`src/rtl/mma_pkg.sv`:
```
// ----------------------------------------------------------------------------
// MIDI message assembler package
// Shared widths, action codes, parser modes and the MIDI data length table.
// ----------------------------------------------------------------------------
package mma_pkg;

   localparam int ByteWidth   = 8;
   localparam int DataWidth   = 7;
   localparam int ActionWidth = 3;
   localparam int LengthWidth = 2;

   // Result action codes.
   localparam logic [ActionWidth-1:0] ACT_NONE        = 3'd0;
   localparam logic [ActionWidth-1:0] ACT_COMPLETE    = 3'd1;
   localparam logic [ActionWidth-1:0] ACT_SYSEX_START = 3'd2;
   localparam logic [ActionWidth-1:0] ACT_SYSEX_DATUM = 3'd3;
   localparam logic [ActionWidth-1:0] ACT_SYSEX_END   = 3'd4;

   // Data length codes returned by the status table.
   localparam logic [1:0] LEN_NONE  = 2'd0;
   localparam logic [1:0] LEN_ONE   = 2'd1;
   localparam logic [1:0] LEN_TWO   = 2'd2;
   localparam logic [1:0] LEN_SYSEX = 2'd3;

   localparam logic [ByteWidth-1:0] SYSEX_START_BYTE = 8'hF0;
   localparam logic [ByteWidth-1:0] SYSEX_END_BYTE   = 8'hF7;

   typedef enum logic [2:0] {
      MODE_WAIT_STATUS = 3'b001,
      MODE_WAIT_DATA   = 3'b010,
      MODE_SYSEX       = 3'b100
   } mode_type;

   // Number of data bytes that follow a status byte; LEN_SYSEX marks an
   // open-ended system exclusive message.
   function automatic logic [1:0] data_len(input logic [ByteWidth-1:0] s);
      logic [1:0] len;
      unique case (s) inside
         [8'h80:8'hBF]: len = LEN_TWO;
         [8'hC0:8'hDF]: len = LEN_ONE;
         [8'hE0:8'hEF]: len = LEN_TWO;
         8'hF0:         len = LEN_SYSEX;
         8'hF1, 8'hF3:  len = LEN_ONE;
         8'hF2:         len = LEN_TWO;
         default:       len = LEN_NONE;
      endcase
      return len;
   endfunction

endpackage

```
`src/rtl/mma_channels.sv`:
```
// ----------------------------------------------------------------------------
// MIDI message assembler channels
// Valid/ready interfaces for the byte input and the message result channel.
// ----------------------------------------------------------------------------
interface mma_req_if;
   import mma_pkg::*;

   logic                 valid;
   logic                 ready;
   logic [ByteWidth-1:0] midi_byte;

   modport source (output valid, output midi_byte, input ready);
   modport sink   (input valid, input midi_byte, output ready);
endinterface

interface mma_rsp_if;
   import mma_pkg::*;

   logic                   valid;
   logic                   ready;
   logic [ActionWidth-1:0] action;
   logic [ByteWidth-1:0]   status_byte;
   logic [DataWidth-1:0]   first_data;
   logic [DataWidth-1:0]   second_data;
   logic [LengthWidth-1:0] message_length;

   modport source (output valid, output action, output status_byte, output first_data,
                   output second_data, output message_length, input ready);
   modport sink   (input valid, input action, input status_byte, input first_data,
                   input second_data, input message_length, output ready);
endinterface

```
`src/rtl/midi_message_assembler.sv`:
```
// A result is registered and presented in the cycle after its byte transaction is accepted.
// Throughput: one byte per cycle while the result channel is not stalled; the parser
// update feeds the result register, which is refilled in the same cycle it is taken.
// Reset: synchronous, active high; the parser returns to waiting for a status
// byte with empty counts, the result register empties and no byte is taken.
// ----------------------------------------------------------------------------
// MIDI message assembler
// Parses a MIDI byte stream into channel, system and SysEx events, giving
// exactly one result transaction for every byte transaction.
// ----------------------------------------------------------------------------
module midi_message_assembler #(
   parameter int MAX_MESSAGE_BYTES = 3
) (
   input logic        clock,
   input logic        reset,
   mma_req_if.sink    req_if,
   mma_rsp_if.source  rsp_if
);
   import mma_pkg::*;

   // The fill count has to reach the buffer depth itself.
   localparam int FillWidth = $clog2(MAX_MESSAGE_BYTES + 1);
   localparam logic [FillWidth-1:0] FillMax   = FillWidth'(MAX_MESSAGE_BYTES);
   localparam logic [FillWidth-1:0] FillZero  = FillWidth'(0);
   localparam logic [FillWidth-1:0] FillOne   = FillWidth'(1);
   localparam logic [FillWidth-1:0] FillTwo   = FillWidth'(2);

   // Parser state.
   mode_type             mode_ff, mode_in;
   logic [1:0]           remaining_ff, remaining_in;
   logic [FillWidth-1:0] fill_ff, fill_in;

   // Message buffer. Only the status byte and the first two data bytes are
   // ever shown, so deeper entries are counted but not stored. Data bytes
   // have bit 7 clear and are held in seven bits.
   logic [ByteWidth-1:0] status_buf_ff, status_buf_in;
   logic [DataWidth-1:0] first_buf_ff, first_buf_in;
   logic [DataWidth-1:0] second_buf_ff, second_buf_in;

   // Result register.
   logic                   rsp_valid_ff;
   logic [ActionWidth-1:0] action_ff, action_in;
   logic [ByteWidth-1:0]   status_out_ff, status_out_in;
   logic [DataWidth-1:0]   first_out_ff, first_out_in;
   logic [DataWidth-1:0]   second_out_ff, second_out_in;
   logic [LengthWidth-1:0] length_out_ff, length_out_in;

   logic                 accept;
   logic                 is_status;
   logic                 take_status;
   logic                 sysex_result;
   logic [ByteWidth-1:0] in_byte;

   // A new byte is taken whenever the result register is empty or is being
   // emptied in this cycle, so bytes stream through at one per cycle.
   assign req_if.ready = !reset && (!rsp_valid_ff || rsp_if.ready);
   assign accept       = req_if.valid && req_if.ready;
   assign in_byte      = req_if.midi_byte;
   assign is_status    = in_byte[ByteWidth-1];

   always_comb begin
      mode_in       = mode_ff;
      remaining_in  = remaining_ff;
      fill_in       = fill_ff;
      status_buf_in = status_buf_ff;
      first_buf_in  = first_buf_ff;
      second_buf_in = second_buf_ff;
      action_in     = ACT_NONE;
      sysex_result  = 1'b0;
      take_status   = 1'b0;

      unique case (mode_ff)
         MODE_SYSEX: begin
            // Data is passed on byte by byte; end of SysEx closes the
            // message and any other status byte starts a fresh one.
            if (!is_status) begin
               action_in    = ACT_SYSEX_DATUM;
               sysex_result = 1'b1;
            end else if (in_byte == SYSEX_END_BYTE) begin
               mode_in      = MODE_WAIT_STATUS;
               action_in    = ACT_SYSEX_END;
               sysex_result = 1'b1;
            end else begin
               take_status = 1'b1;
            end
         end
         MODE_WAIT_DATA: begin
            if (!is_status) begin
               if (fill_ff == FillOne) begin
                  first_buf_in = in_byte[DataWidth-1:0];
               end
               if (fill_ff == FillTwo) begin
                  second_buf_in = in_byte[DataWidth-1:0];
               end
               // A byte that finds the buffer full is dropped but still
               // counts towards completion.
               if (fill_ff < FillMax) begin
                  fill_in = fill_ff + FillOne;
               end
               remaining_in = remaining_ff - 2'd1;
               if (remaining_in == 2'd0) begin
                  mode_in   = MODE_WAIT_STATUS;
                  action_in = ACT_COMPLETE;
               end
            end else begin
               take_status = 1'b1;
            end
         end
         default: begin
            // A stray data byte while waiting for status changes nothing.
            take_status = is_status;
         end
      endcase

      // A status byte restarts the builder, except a SysEx end inside SysEx; real-time
      // bytes take no data and so abort whatever was in progress.
      if (take_status) begin
         status_buf_in = in_byte;
         fill_in       = FillOne;
         case (data_len(in_byte))
            LEN_NONE: begin
               remaining_in = 2'd0;
               mode_in      = MODE_WAIT_STATUS;
               action_in    = ACT_COMPLETE;
            end
            LEN_SYSEX: begin
               remaining_in = 2'd0;
               mode_in      = MODE_SYSEX;
               action_in    = ACT_SYSEX_START;
            end
            default: begin
               remaining_in = data_len(in_byte);
               mode_in      = MODE_WAIT_DATA;
            end
         endcase
      end
   end

   // Apart from SysEx data and end results, the result shows the buffer as it
   // stands after this byte; entries at or beyond the fill count read as zero.
   always_comb begin
      if (sysex_result) begin
         status_out_in = SYSEX_START_BYTE;
         first_out_in  = (action_in == ACT_SYSEX_DATUM) ? in_byte[DataWidth-1:0]
                                                        : DataWidth'(0);
         second_out_in = DataWidth'(0);
         length_out_in = LengthWidth'(1);
      end else begin
         status_out_in = (fill_in > FillZero) ? status_buf_in : ByteWidth'(0);
         first_out_in  = (fill_in > FillOne) ? first_buf_in : DataWidth'(0);
         second_out_in = (fill_in > FillTwo) ? second_buf_in : DataWidth'(0);
         length_out_in = fill_in[LengthWidth-1:0];
      end
   end

   always_ff @(posedge clock) begin
      if (reset) begin
         mode_ff      <= MODE_WAIT_STATUS;
         remaining_ff <= 2'd0;
         fill_ff      <= FillZero;
         rsp_valid_ff <= 1'b0;
      end else begin
         if (accept) begin
            mode_ff      <= mode_in;
            remaining_ff <= remaining_in;
            fill_ff      <= fill_in;
            rsp_valid_ff <= 1'b1;
         end else if (rsp_if.ready) begin
            rsp_valid_ff <= 1'b0;
         end
      end
   end

   always_ff @(posedge clock) begin
      if (accept) begin
         status_buf_ff <= status_buf_in;
         first_buf_ff  <= first_buf_in;
         second_buf_ff <= second_buf_in;
         action_ff     <= action_in;
         status_out_ff <= status_out_in;
         first_out_ff  <= first_out_in;
         second_out_ff <= second_out_in;
         length_out_ff <= length_out_in;
      end
   end

   assign rsp_if.valid          = rsp_valid_ff;
   assign rsp_if.action         = action_ff;
   assign rsp_if.status_byte    = status_out_ff;
   assign rsp_if.first_data     = first_out_ff;
   assign rsp_if.second_data    = second_out_ff;
   assign rsp_if.message_length = length_out_ff;

`ifndef SYNTHESIS
   // Every accepted byte leaves a result waiting in the next cycle.
   a_result_follows: assert property (@(posedge clock) disable iff (reset)
      accept |=> rsp_if.valid)
      else $error("accepted byte produced no result");

   // Data bytes inside SysEx are reported as SysEx data.
   a_sysex_datum: assert property (@(posedge clock) disable iff (reset)
      (accept && mode_ff == MODE_SYSEX && !req_if.midi_byte[7])
      |=> (rsp_if.action == ACT_SYSEX_DATUM && rsp_if.first_data == $past(req_if.midi_byte[6:0])))
      else $error("SysEx data byte not reported as datum");

   // Real-time bytes complete at once as single-byte messages.
   a_realtime: assert property (@(posedge clock) disable iff (reset)
      (accept && req_if.midi_byte[7:3] == 5'b11111)
      |=> (rsp_if.action == ACT_COMPLETE && rsp_if.message_length == 2'd1))
      else $error("real-time byte did not complete immediately");
`endif

endmodule

```
`src/flat_wrapper.sv`:
```
// flat-port wrapper written by rule: the top's interface ports become plain ports
module midi_message_assembler_flat import mma_pkg::*;
#(
   parameter int MAX_MESSAGE_BYTES = 3
)
  (clock, reset, req_if_valid, req_if_midi_byte, req_if_ready, rsp_if_valid, rsp_if_action, rsp_if_status_byte, rsp_if_first_data, rsp_if_second_data, rsp_if_message_length, rsp_if_ready);
  mma_req_if req_if_i ();
  mma_rsp_if rsp_if_i ();
  input logic clock;
  input logic reset;
  input wire logic [$bits(req_if_i.valid)-1:0] req_if_valid;
  input wire logic [$bits(req_if_i.midi_byte)-1:0] req_if_midi_byte;
  output wire logic [$bits(req_if_i.ready)-1:0] req_if_ready;
  output wire logic [$bits(rsp_if_i.valid)-1:0] rsp_if_valid;
  output wire logic [$bits(rsp_if_i.action)-1:0] rsp_if_action;
  output wire logic [$bits(rsp_if_i.status_byte)-1:0] rsp_if_status_byte;
  output wire logic [$bits(rsp_if_i.first_data)-1:0] rsp_if_first_data;
  output wire logic [$bits(rsp_if_i.second_data)-1:0] rsp_if_second_data;
  output wire logic [$bits(rsp_if_i.message_length)-1:0] rsp_if_message_length;
  input wire logic [$bits(rsp_if_i.ready)-1:0] rsp_if_ready;
  assign req_if_i.valid = req_if_valid;
  assign req_if_i.midi_byte = req_if_midi_byte;
  assign req_if_ready = req_if_i.ready;
  assign rsp_if_valid = rsp_if_i.valid;
  assign rsp_if_action = rsp_if_i.action;
  assign rsp_if_status_byte = rsp_if_i.status_byte;
  assign rsp_if_first_data = rsp_if_i.first_data;
  assign rsp_if_second_data = rsp_if_i.second_data;
  assign rsp_if_message_length = rsp_if_i.message_length;
  assign rsp_if_i.ready = rsp_if_ready;
  midi_message_assembler #(.MAX_MESSAGE_BYTES(MAX_MESSAGE_BYTES)) u_core (.clock(clock), .reset(reset), .req_if(req_if_i), .rsp_if(rsp_if_i));
endmodule
```
`config.mk`:
```
export PLATFORM = sky130hd
export DESIGN_NAME = midi_message_assembler_flat
export DESIGN_NICKNAME = d
export VERILOG_FILES = /design/src/rtl/mma_pkg.sv /design/src/rtl/mma_channels.sv /design/src/rtl/midi_message_assembler.sv /design/src/flat_wrapper.sv
export SDC_FILE = /design/constraint.sdc
export NUM_CORES = 1
export LEC_CHECK = 0
export BUFFER_PORTS_ARGS = -buffer_cell sky130_fd_sc_hd__buf_2
export CAP_MARGIN = 20
export CORE_MARGIN = 3
export CORE_UTILIZATION = 40
export DETAILED_ROUTE_END_ITERATION = 10
export SLEW_MARGIN = 25
export SYNTH_ARGS = -nofsm -noshare
export SYNTH_HDL_FRONTEND = slang
export SYNTH_SLANG_ARGS = --single-unit
```
`constraint.sdc`:
```
create_clock -name clock -period 3.5 [get_ports clock]
set_input_delay 0.175 -clock clock [delete_from_list [all_inputs] [get_ports clock]]
set_output_delay 0.175 -clock clock [all_outputs]
set_load 0.02 [all_outputs]
```
Word-level counts from Yosys, hierarchy flattened:

Index checks and enable logic that the tools add are counted.

* shift operators: 0
* add/sub/neg operators: 2
* equality and inequality tests: 16
* $mul: 0
* bitwise logic cells: 2
* multiplexer cells: 44
* reduce and logical (&&, ||, !) cells: 20
* div/mod/pow operators: 0
* magnitude comparators: 10

Operators by type and width (count)
* 7-bit 2-to-1 mux: 9
* 8-bit == test (second input constant): 5
* 3-bit 2-to-1 mux: 9
* 8-bit >= comparator (second input constant): 3
* 8-bit <= comparator (second input constant): 3
* 3-bit case mux with 2 select lines: 4
* 2-bit 2-to-1 mux: 9
* 8-bit 2-to-1 mux: 2
* 1-bit 2-to-1 mux: 9
* 3-bit by 2-bit == test with 1-bit output (second input constant): 2
* 3-bit by 1-bit != test with 1-bit output (second input constant): 2
* 3-bit by 2-bit != test with 1-bit output (second input constant): 2
* 2-bit case mux with 3 select lines: 1
* 6-bit AND reduction: 1
* 2-bit OR reduction: 3
* 3-bit OR reduction: 2
* 1-bit logical AND: 5
* 2-bit == test (second input constant): 2
* 2-bit by 1-bit > comparator with 1-bit output (second input constant): 2
* 2-bit logical NOT: 2
* 2-bit nonzero test: 2
* 3-bit == test (second input constant): 1
* 3-bit AND reduction: 1
* 3-bit nonzero test: 1
* 10 further kinds: 12

* bits of input ports: 12
* latch bits: 0
* register bits: 57
* memories: 0
* output and inout port bits: 29
* bits in read-only memories: 0
* bits in writable memories: 0

Longest topological paths before layout:

Gate-level depths: netlist (run 1).

* depth after elaboration: 11
* mapped depth: 8
* depth with buffers taken out: 7

Worst setup path after synthesis (run 1):

No wires, ideal clock.

* kind: reg-to-reg
* start point: register u_core.rsp_valid_ff (netlist: u_core.rsp_if.valid)
* end point: register u_core.remaining_ff[1]
* arrival: 2.786 ns
* stages on the path, launching flop included: 6
* required time: 3.408 ns
* path slack: 0.622 ns
* buffers on the path: 1
* setup time: 0.092 ns
* period minus slack after synthesis: 2.878 ns
* path through: dfxtp_1 -> nor2b_1 -> nor2_1 -> buf_1 -> nand4_1 -> o311ai_4

* longest elaborated chain between the ends: 5

RTL lines
* start, declared: RTL line midi_message_assembler.sv:41 `logic rsp_valid_ff;`
* start signal, assigned: RTL line midi_message_assembler.sv:161 `rsp_valid_ff <= 1'b0;`
* start signal, assigned: RTL line midi_message_assembler.sv:167 `rsp_valid_ff <= 1'b1;`
* start signal, assigned: RTL line midi_message_assembler.sv:169 `rsp_valid_ff <= 1'b0;`
* 1-bit logical NOT: RTL line midi_message_assembler.sv:56 `assign req_if.ready = !reset && (!rsp_valid_ff || rsp_if.ready);`
* 1-bit logical OR: RTL line midi_message_assembler.sv:56
* 1-bit logical AND: RTL line midi_message_assembler.sv:56
* 1-bit logical AND: RTL line midi_message_assembler.sv:57 `assign accept = req_if.valid && req_if.ready;`
* net u_core.accept: RTL line midi_message_assembler.sv:48 `logic accept;`
* 3-bit AND reduction (no line)
* end signal, assigned: RTL line midi_message_assembler.sv:165 `remaining_ff <= remaining_in;`
* end, declared: RTL line midi_message_assembler.sv:30 `logic [1:0] remaining_ff, remaining_in;`

The timed path passes the listed nets, and every way through them passes these cells.
A chain may end at the register's enable or synchronous reset.

Worst setup path after layout (run 1):

* start point: register u_core.mode_ff[2]
* end point: register u_core.remaining_ff[1]

* longest elaborated chain between the ends: 4

RTL lines
* start, declared: RTL line midi_message_assembler.sv:29 `mode_type mode_ff, mode_in;`
* start signal, assigned: RTL line midi_message_assembler.sv:164 `mode_ff <= mode_in;`
* 3-bit by 2-bit == test with 1-bit output or 3-bit == test (tied branches): RTL line midi_message_assembler.sv:72 `unique case (mode_ff)`
* 1-bit case mux with 2 select lines: RTL line midi_message_assembler.sv:72
* 2-bit by 1-bit != test with 1-bit output (no line) or 2-bit nonzero test (tied branches)
* 3-bit AND reduction (no line)

Parallel ways exist; a longest one is shown, timed or not.

==> flow_metrics.env, run 1 <==
export IMPL_synth_sequential_area_ratio=0.592
export IMPL_n_antenna_cell=0
export IMPL_power_frac_clock=0.408
export IMPL_post_cts_resize_count=0
export IMPL_fin_crit_sh=0.645
export IMPL_internal_power_mw=1.17
export IMPL_final_hold_vios=0
export IMPL_synth_largest_area_cell="edfxtp_1"
export IMPL_placed_cells=328
export IMPL_syn_instance_count=224
export IMPL_worst_path_max_fanout=13
export IMPL_power_switching_share=0.230
export IMPL_numPortBuffers=40
export IMPL_grt_setup_unrepaired="false"
export IMPL_synth_edff_count=49
export IMPL_synth_seq_cells=57
export IMPL_power_sequential_fraction=0.510
export IMPL_yosysMostFrequentCell="edfxtp_1"
export IMPL_cts_buffers=9
export IMPL_syn_num_nets=242
export IMPL_die_h_um=89.0
export IMPL_drt_pass1_iter_count=4
export IMPL_final_setup_tns_ps=0
export IMPL_fmaxAchievable_mhz=443
export IMPL_synthArstFlopShare=0
export IMPL_post_cts_repair_setup_buffers=0
export IMPL_cts_hold_repair_buffers=0
export IMPL_worst_path_largest_cell_delay_ps=740
export IMPL_cts_tree="built"
export IMPL_total_leakage_power_nw=1.20
export IMPL_path_clk_slew_ps=60
export IMPL_ant_nets=0
export IMPL_critical_path_top_delay_family="simple AND/OR/NAND/NOR gates"
export IMPL_critPathLaunchType="flip-flop"
export IMPL_n_fill_cell=566
export IMPL_grt_max_degree=38
export IMPL_vias=1881
export IMPL_report_final_setup_viol=0
export IMPL_num_nets_final=280
export IMPL_post_synth_main_area_contributors="edfxtp_1, dfxtp_1, mux2_1, nand2_1, ha_1"
export IMPL_yosys_area_share_xor_xnor=0
export IMPL_timing_reg2reg_worst_path_depth=4
export IMPL_detailedRoute_firstIterationViolations=107
export IMPL_hold_depth=3
export IMPL_worstSetupEndpointType="flip-flop"
export IMPL_clock_skew_final_ps=5.53
export IMPL_synth_area_mux_share=0.0572
export IMPL_cts_sinks=57
export IMPL_number_of_buffers_and_inverters_on_the_critical_path=0
export IMPL_ys_dominant_reg_cell="edfxtp_1"
export IMPL_timing_critical_path_depth=4
export IMPL_skew_pair_late_insertion_delay_ps=340
export IMPL_die_w_um=89.0
export IMPL_post_synthesis_share_of_cell_area_spent_on_full_adders_half_adders_and_majority_gates=0.0273
export IMPL_min_delay_path_class="in -> reg"
export IMPL_fin_crit_ps=2260
export IMPL_outcome="finished clean"
export IMPL_antenna_found_initial=0
export IMPL_slew_violations=0
export IMPL_crit_path_cell_trace="or3b_1 -> o31ai_2 -> nand4_1 -> o311ai_4"
export IMPL_critical_path_arrival_ps=2510
export IMPL_synth_simple_area_share=0.159
export IMPL_routed_wl_um=5660
export IMPL_routedWlPerCell_um=16.5
export IMPL_clock_root_buffer="clkbuf_8"
export IMPL_cts_max_level=3
export IMPL_worst_pin_slew_ps=988
export IMPL_syn_cell_area_um2=2750
export IMPL_final_layout_size_suffix_gt1_frac=0.266
export IMPL_fp_dieArea_um2=7920
export IMPL_maxSlewHeadroom=0.340
export IMPL_mean_area_per_synthesized_cell_um2=12.3
export IMPL_power_density_cell_area_nw_per_um2=474
export IMPL_p_sw_uw=351
export IMPL_largest_family_of_logic_cells_by_synthesized_area="simple AND/OR/NAND/NOR gates"
export IMPL_post_route_drc_count=0
export IMPL_post_synth_top_area_fraction=0.534
export IMPL_post_layout_nonfiller_instances=344
export IMPL_yosys_top_cells_count="edfxtp_1, nand2_1, a21oi_1, clkbuf_1"
export IMPL_max_vdd_ir_drop_mv=0.207
export IMPL_num_rows=29
export IMPL_cp_data_required_time_ps=3750
export IMPL_grt_pass1_vias=1755
export IMPL_grt_pass1_wl_um=8960
export IMPL_ys_types=47
export IMPL_vias_per_cell=5.47
export IMPL_clock_tree_buffer_depth=2
export IMPL_synth_compound_area_share=0.131
export IMPL_cp_slowest_cell="o31ai_2"
export IMPL_ios=41
export IMPL_starting_density_of_the_core=0.424
export IMPL_final_core_util=0.495
export IMPL_power_share_combinational=0.082
export IMPL_max_cap_viol_count=0
export IMPL_grtUsageTotal=0.153
export IMPL_design_core_area_um2=6490
export IMPL_critPathKind="reg -> reg"
export IMPL_grt_remaining_overflow=0
export IMPL_place_hpwl_um=3630
export IMPL_yosys_warning_count=0
export IMPL_syn_to_final_growth_pct=16.8
export IMPL_finalWeightedCongestion=0.759
stage by stage:
| stage | cell area, um^2 | power [mW] | setup slack [ps] | hold slack [ps] |
|---|---|---|---|---|
| CTS | 3220 | 1.54 | 1220 | 77.3 |
| floorplan | 2750 | 0.878 | 622 | 296 |
| global route | 3220 | 1.58 | 1020 | 98.1 |
| finish | 3220 | 1.52 | 1240 | 85.1 |
| detailed placement | 3020 | 0.917 | 1040 | 436 |
| global placement | 3020 | 0.916 | 1130 | 409 |
routing by layer:
layer  wire [um]  vias to the layer above  global-route usage
met3         242                       14              0.0415
met1        2880                      897               0.210
li1            -                      921                   -
met2        2370                       49               0.219
met4         165                        0              0.0853
met5           0                        -                   0
final timing paths:
| path | start | to | slack (ps) |
|---|---|---|---|
| worst min-delay path | req_if_valid | u_core.rsp_if.valid | 90 |
| worst max-delay path | u_core.mode_ff[2] | u_core.remaining_ff[1] | 1240 |
| worst max register to register | u_core.mode_ff[2] | u_core.remaining_ff[1] | 1240 |
| worst min register to register | u_core.mode_ff[1] | u_core.mode_ff[1] | 530 |
worst min-delay path, cell delays in order:
cell and delay, ps:
buf_2 90, nor2_1 40, nor2_1 80
flip-flops by register name (all words and copies together) (netlist names):
name / flops
u_core.rsp_if.status_byte: 8
u_core.remaining_ff: 2
u_core.status_buf_ff: 8
u_core.rsp_if.first_data: 7
u_core.second_buf_ff: 7
u_core.rsp_if.valid: 1
u_core.first_buf_ff: 7
u_core.mode_ff: 3
u_core.rsp_if.message_length: 2
u_core.rsp_if.second_data: 7
u_core.rsp_if.action: 3
u_core.fill_ff: 2
power groups by stage:
stage	Sequential (mW)	Clock (mW)	Combinational [mW]
2_1_floorplan	0.809	0	0.0694
3_3_place_gp	0.791	0	0.125
3_5_place_dp	0.791	0	0.126
4_1_cts	0.777	0.635	0.127
5_1_grt	0.779	0.658	0.138
6_report	0.777	0.622	0.125
final cells by class:
| cell class | count | area (um^2) | share of cell area |
|---|---|---|---|
| sequential | 57 | 1630 | 0.507 |
| multi-input combinational | 145 | 1040 | 0.323 |
| timing repair buffer | 44 | 230 | 0.0716 |
| clock buffer | 13 | 159 | 0.0494 |
| tap | 77 | 96.3 | 0.0300 |
| clock inverter | 3 | 40.0 | 0.0125 |
| inverter | 5 | 18.8 | 0.00584 |
cell families (layout without fill, tap and decap cells):
logic type	count (synthesis)	after routing
and+or+nand+nor	76	76
DFF	57	57
AOI/OAI and AO/OA	49	49
buffers and inverters	22	65
muxes	14	14
adders and majority gates	6	6
cell usage in the layout (no fill, tap or decap), types with 3 or more instances in the layout:
master / instances
o21ai_0: 3
nor2b_1: 9
a21oi_1: 13
nand2b_1: 3
nand3_1: 4
dfxtp_1: 8
o2bb2ai_1: 8
ha_1: 6
mux2_2: 5
and3_1: 6
clkbuf_8: 11
mux2_1: 9
buf_4: 4
nor3_1: 3
nand4_1: 3
o21ai_1: 5
a22o_1: 6
nand3b_1: 3
nand2_1: 23
edfxtp_1: 49
inv_1: 5
nor2_1: 8
buf_2: 40
Power figures use the tool's default switching activity.
==> inputs of run 2 (changes only) <==
==> constraint.sdc (replaced) <==
create_clock -name clock -period 1.9 [get_ports clock]
set_input_delay 0.095 -clock clock [delete_from_list [all_inputs] [get_ports clock]]
set_output_delay 0.095 -clock clock [all_outputs]
set_load 0.02 [all_outputs]
==> run 2 against run 1 <==
Effect of this change:
- critical endpoint is now u_core.mode_ff[2]
- wire length up 7.7%
- clock power up 46%
- die area unchanged
- maximum frequency up 27%
- clock skew down 0.77 ps
- largest power group unchanged
- sequential power up 84%
- critical path depth unchanged
- non-clock buffer count up 23
==> flow_metrics.env, run 2 (synthesis gave the netlist of run 1 again) <==
export IMPL_outcome="finished clean"
export IMPL_syn_to_final_growth_pct=21.9
export IMPL_antenna_found_initial=0
export IMPL_num_nets_final=303
export IMPL_design_core_area_um2=6490
export IMPL_grt_setup_unrepaired="false"
export IMPL_maxSlewHeadroom=0.762
export IMPL_critical_path_arrival_ps=2000
export IMPL_n_fill_cell=575
export IMPL_clock_root_buffer="clkbuf_8"
export IMPL_worstSetupEndpointType="flip-flop"
export IMPL_finalWeightedCongestion=0.876
export IMPL_fmaxAchievable_mhz=562
export IMPL_final_setup_tns_ps=0
export IMPL_slew_violations=0
export IMPL_cp_slowest_cell="or3b_1"
export IMPL_vias_per_cell=5.47
export IMPL_timing_reg2reg_worst_path_depth=4
export IMPL_drt_pass1_iter_count=4
export IMPL_pnr_total_power_mw=2.61
export IMPL_grt_remaining_overflow=0
export IMPL_starting_density_of_the_core=0.424
export IMPL_timing_critical_path_depth=4
export IMPL_cts_buffers=9
export IMPL_path_clk_slew_ps=60
export IMPL_layout_commonest_cell="edfxtp_1"
export IMPL_report_final_setup_viol=0
export IMPL_grt_pass1_vias=1944
export IMPL_cts_sinks=57
export IMPL_grt_max_degree=28
export IMPL_power_density_cell_area_nw_per_um2=776
export IMPL_clock_tree_buffer_depth=2
export IMPL_skew_pair_late_insertion_delay_ps=330
export IMPL_num_rows=29
export IMPL_final_hold_vios=0
export IMPL_ant_nets=0
export IMPL_die_h_um=89.0
export IMPL_grtUsageTotal=0.169
export IMPL_fp_dieArea_um2=7920
export IMPL_critical_path_top_delay_family="compound AO/OA/AOI/OAI gates"
export IMPL_vias=2002
export IMPL_max_cap_viol_count=0
export IMPL_numPortBuffers=40
export IMPL_worst_pin_slew_ps=356
export IMPL_critPathLaunchType="flip-flop"
export IMPL_die_w_um=89.0
export IMPL_detailedRoute_firstIterationViolations=117
export IMPL_fin_crit_ps=1780
export IMPL_post_route_drc_count=0
export IMPL_worst_path_max_fanout=9
export IMPL_final_layout_size_suffix_gt1_frac=0.318
export IMPL_final_cell_mix="edfxtp_1, buf_2, buf_4, nand2_1, a21oi_1"
export IMPL_place_hpwl_um=4350
export IMPL_n_antenna_cell=0
export IMPL_routedWlPerCell_um=16.7
export IMPL_critPathKind="reg -> reg"
export IMPL_worst_path_largest_cell_delay_ps=460
export IMPL_min_delay_path_class="in -> reg"
export IMPL_number_of_buffers_and_inverters_on_the_critical_path=1
export IMPL_clock_skew_final_ps=4.77
export IMPL_cts_max_level=3
export IMPL_routed_wl_um=6100
export IMPL_grt_pass1_wl_um=9790
export IMPL_cts_tree="built"
export IMPL_crit_path_cell_trace="or3b_1 -> o31a_1 -> buf_4 -> a32o_1"
export IMPL_hold_depth=2
export IMPL_total_leakage_power_nw=1.29
export IMPL_cp_data_required_time_ps=2120
export IMPL_fin_crit_sh=0.936
export IMPL_max_vdd_ir_drop_mv=0.295
export IMPL_ios=41
export IMPL_final_hold_worst_slack_ps=53.8
run 2: metrics by stage:
step | setup WS, ps | std cells | instance area (um^2) | utilization
after CTS | 64.9 | 366 | 3360 | 0.517
after detailed placement | 73.9 | 350 | 3190 | 0.492
after global routing | 26.1 | 366 | 3360 | 0.517
final | 121 | 366 | 3360 | 0.517
after global placement | 100 | 350 | 3190 | 0.492
after floorplan | 55.2 | 224 | 2760 | -
run 2: area by class of cell:
| type | count | area (um^2) | area share |
|---|---|---|---|
| inverter | 5 | 18.8 | 0.00559 |
| multi-input combinational | 145 | 1040 | 0.310 |
| tap | 77 | 96.3 | 0.0287 |
| timing repair buffer | 67 | 418 | 0.124 |
| clock inverter | 4 | 21.3 | 0.00633 |
| clock buffer | 11 | 131 | 0.0391 |
| sequential | 57 | 1630 | 0.486 |
run 2: worst register-to-register path: cells and delay by family (launching register included):
| family | cells | cell delay (ps) |
|---|---|---|
| AOI/OAI and AO/OA | 2 | 640 |
| DFF | 1 | 370 |
| buffers and inverters | 1 | 210 |
| and+or+nand+nor | 1 | 460 |
run 2: report_power, final:
part	switching [mW]	leakage, nW	total [mW]	internal (mW)
Combinational	0.163	0.685	0.264	0.101
Sequential	0.0193	0.527	1.43	1.41
Clock	0.455	0.0766	0.911	0.456
Total	0.637	1.29	2.61	1.97
run 2: metal layers:
metal	share of wire	wire length (um)	GRT usage	vias to the layer above
met1	0.46	2810	0.220	958
met4	0.027	165	0.0934	0
met2	0.46	2790	0.257	61
met5	0	0	0	-
li1	-	-	-	968
met3	0.055	336	0.0461	15
run 2: repair_timing:
action                                  CTS  global route
gates resized for setup                   0             1
endpoints found under the hold margin     1             0
hold buffers                              1             0
setup buffers                             0             0
endpoints found under the setup margin    0             2
run 2: path summary, 6_finish.rpt:
kind	from	end	slack, ps
max	u_core.mode_ff[0]	u_core.mode_ff[2]	120
min	reset	u_core.fill_ff[0]	50
max reg2reg	u_core.mode_ff[0]	u_core.mode_ff[2]	120
min reg2reg	u_core.mode_ff[1]	u_core.mode_ff[1]	540
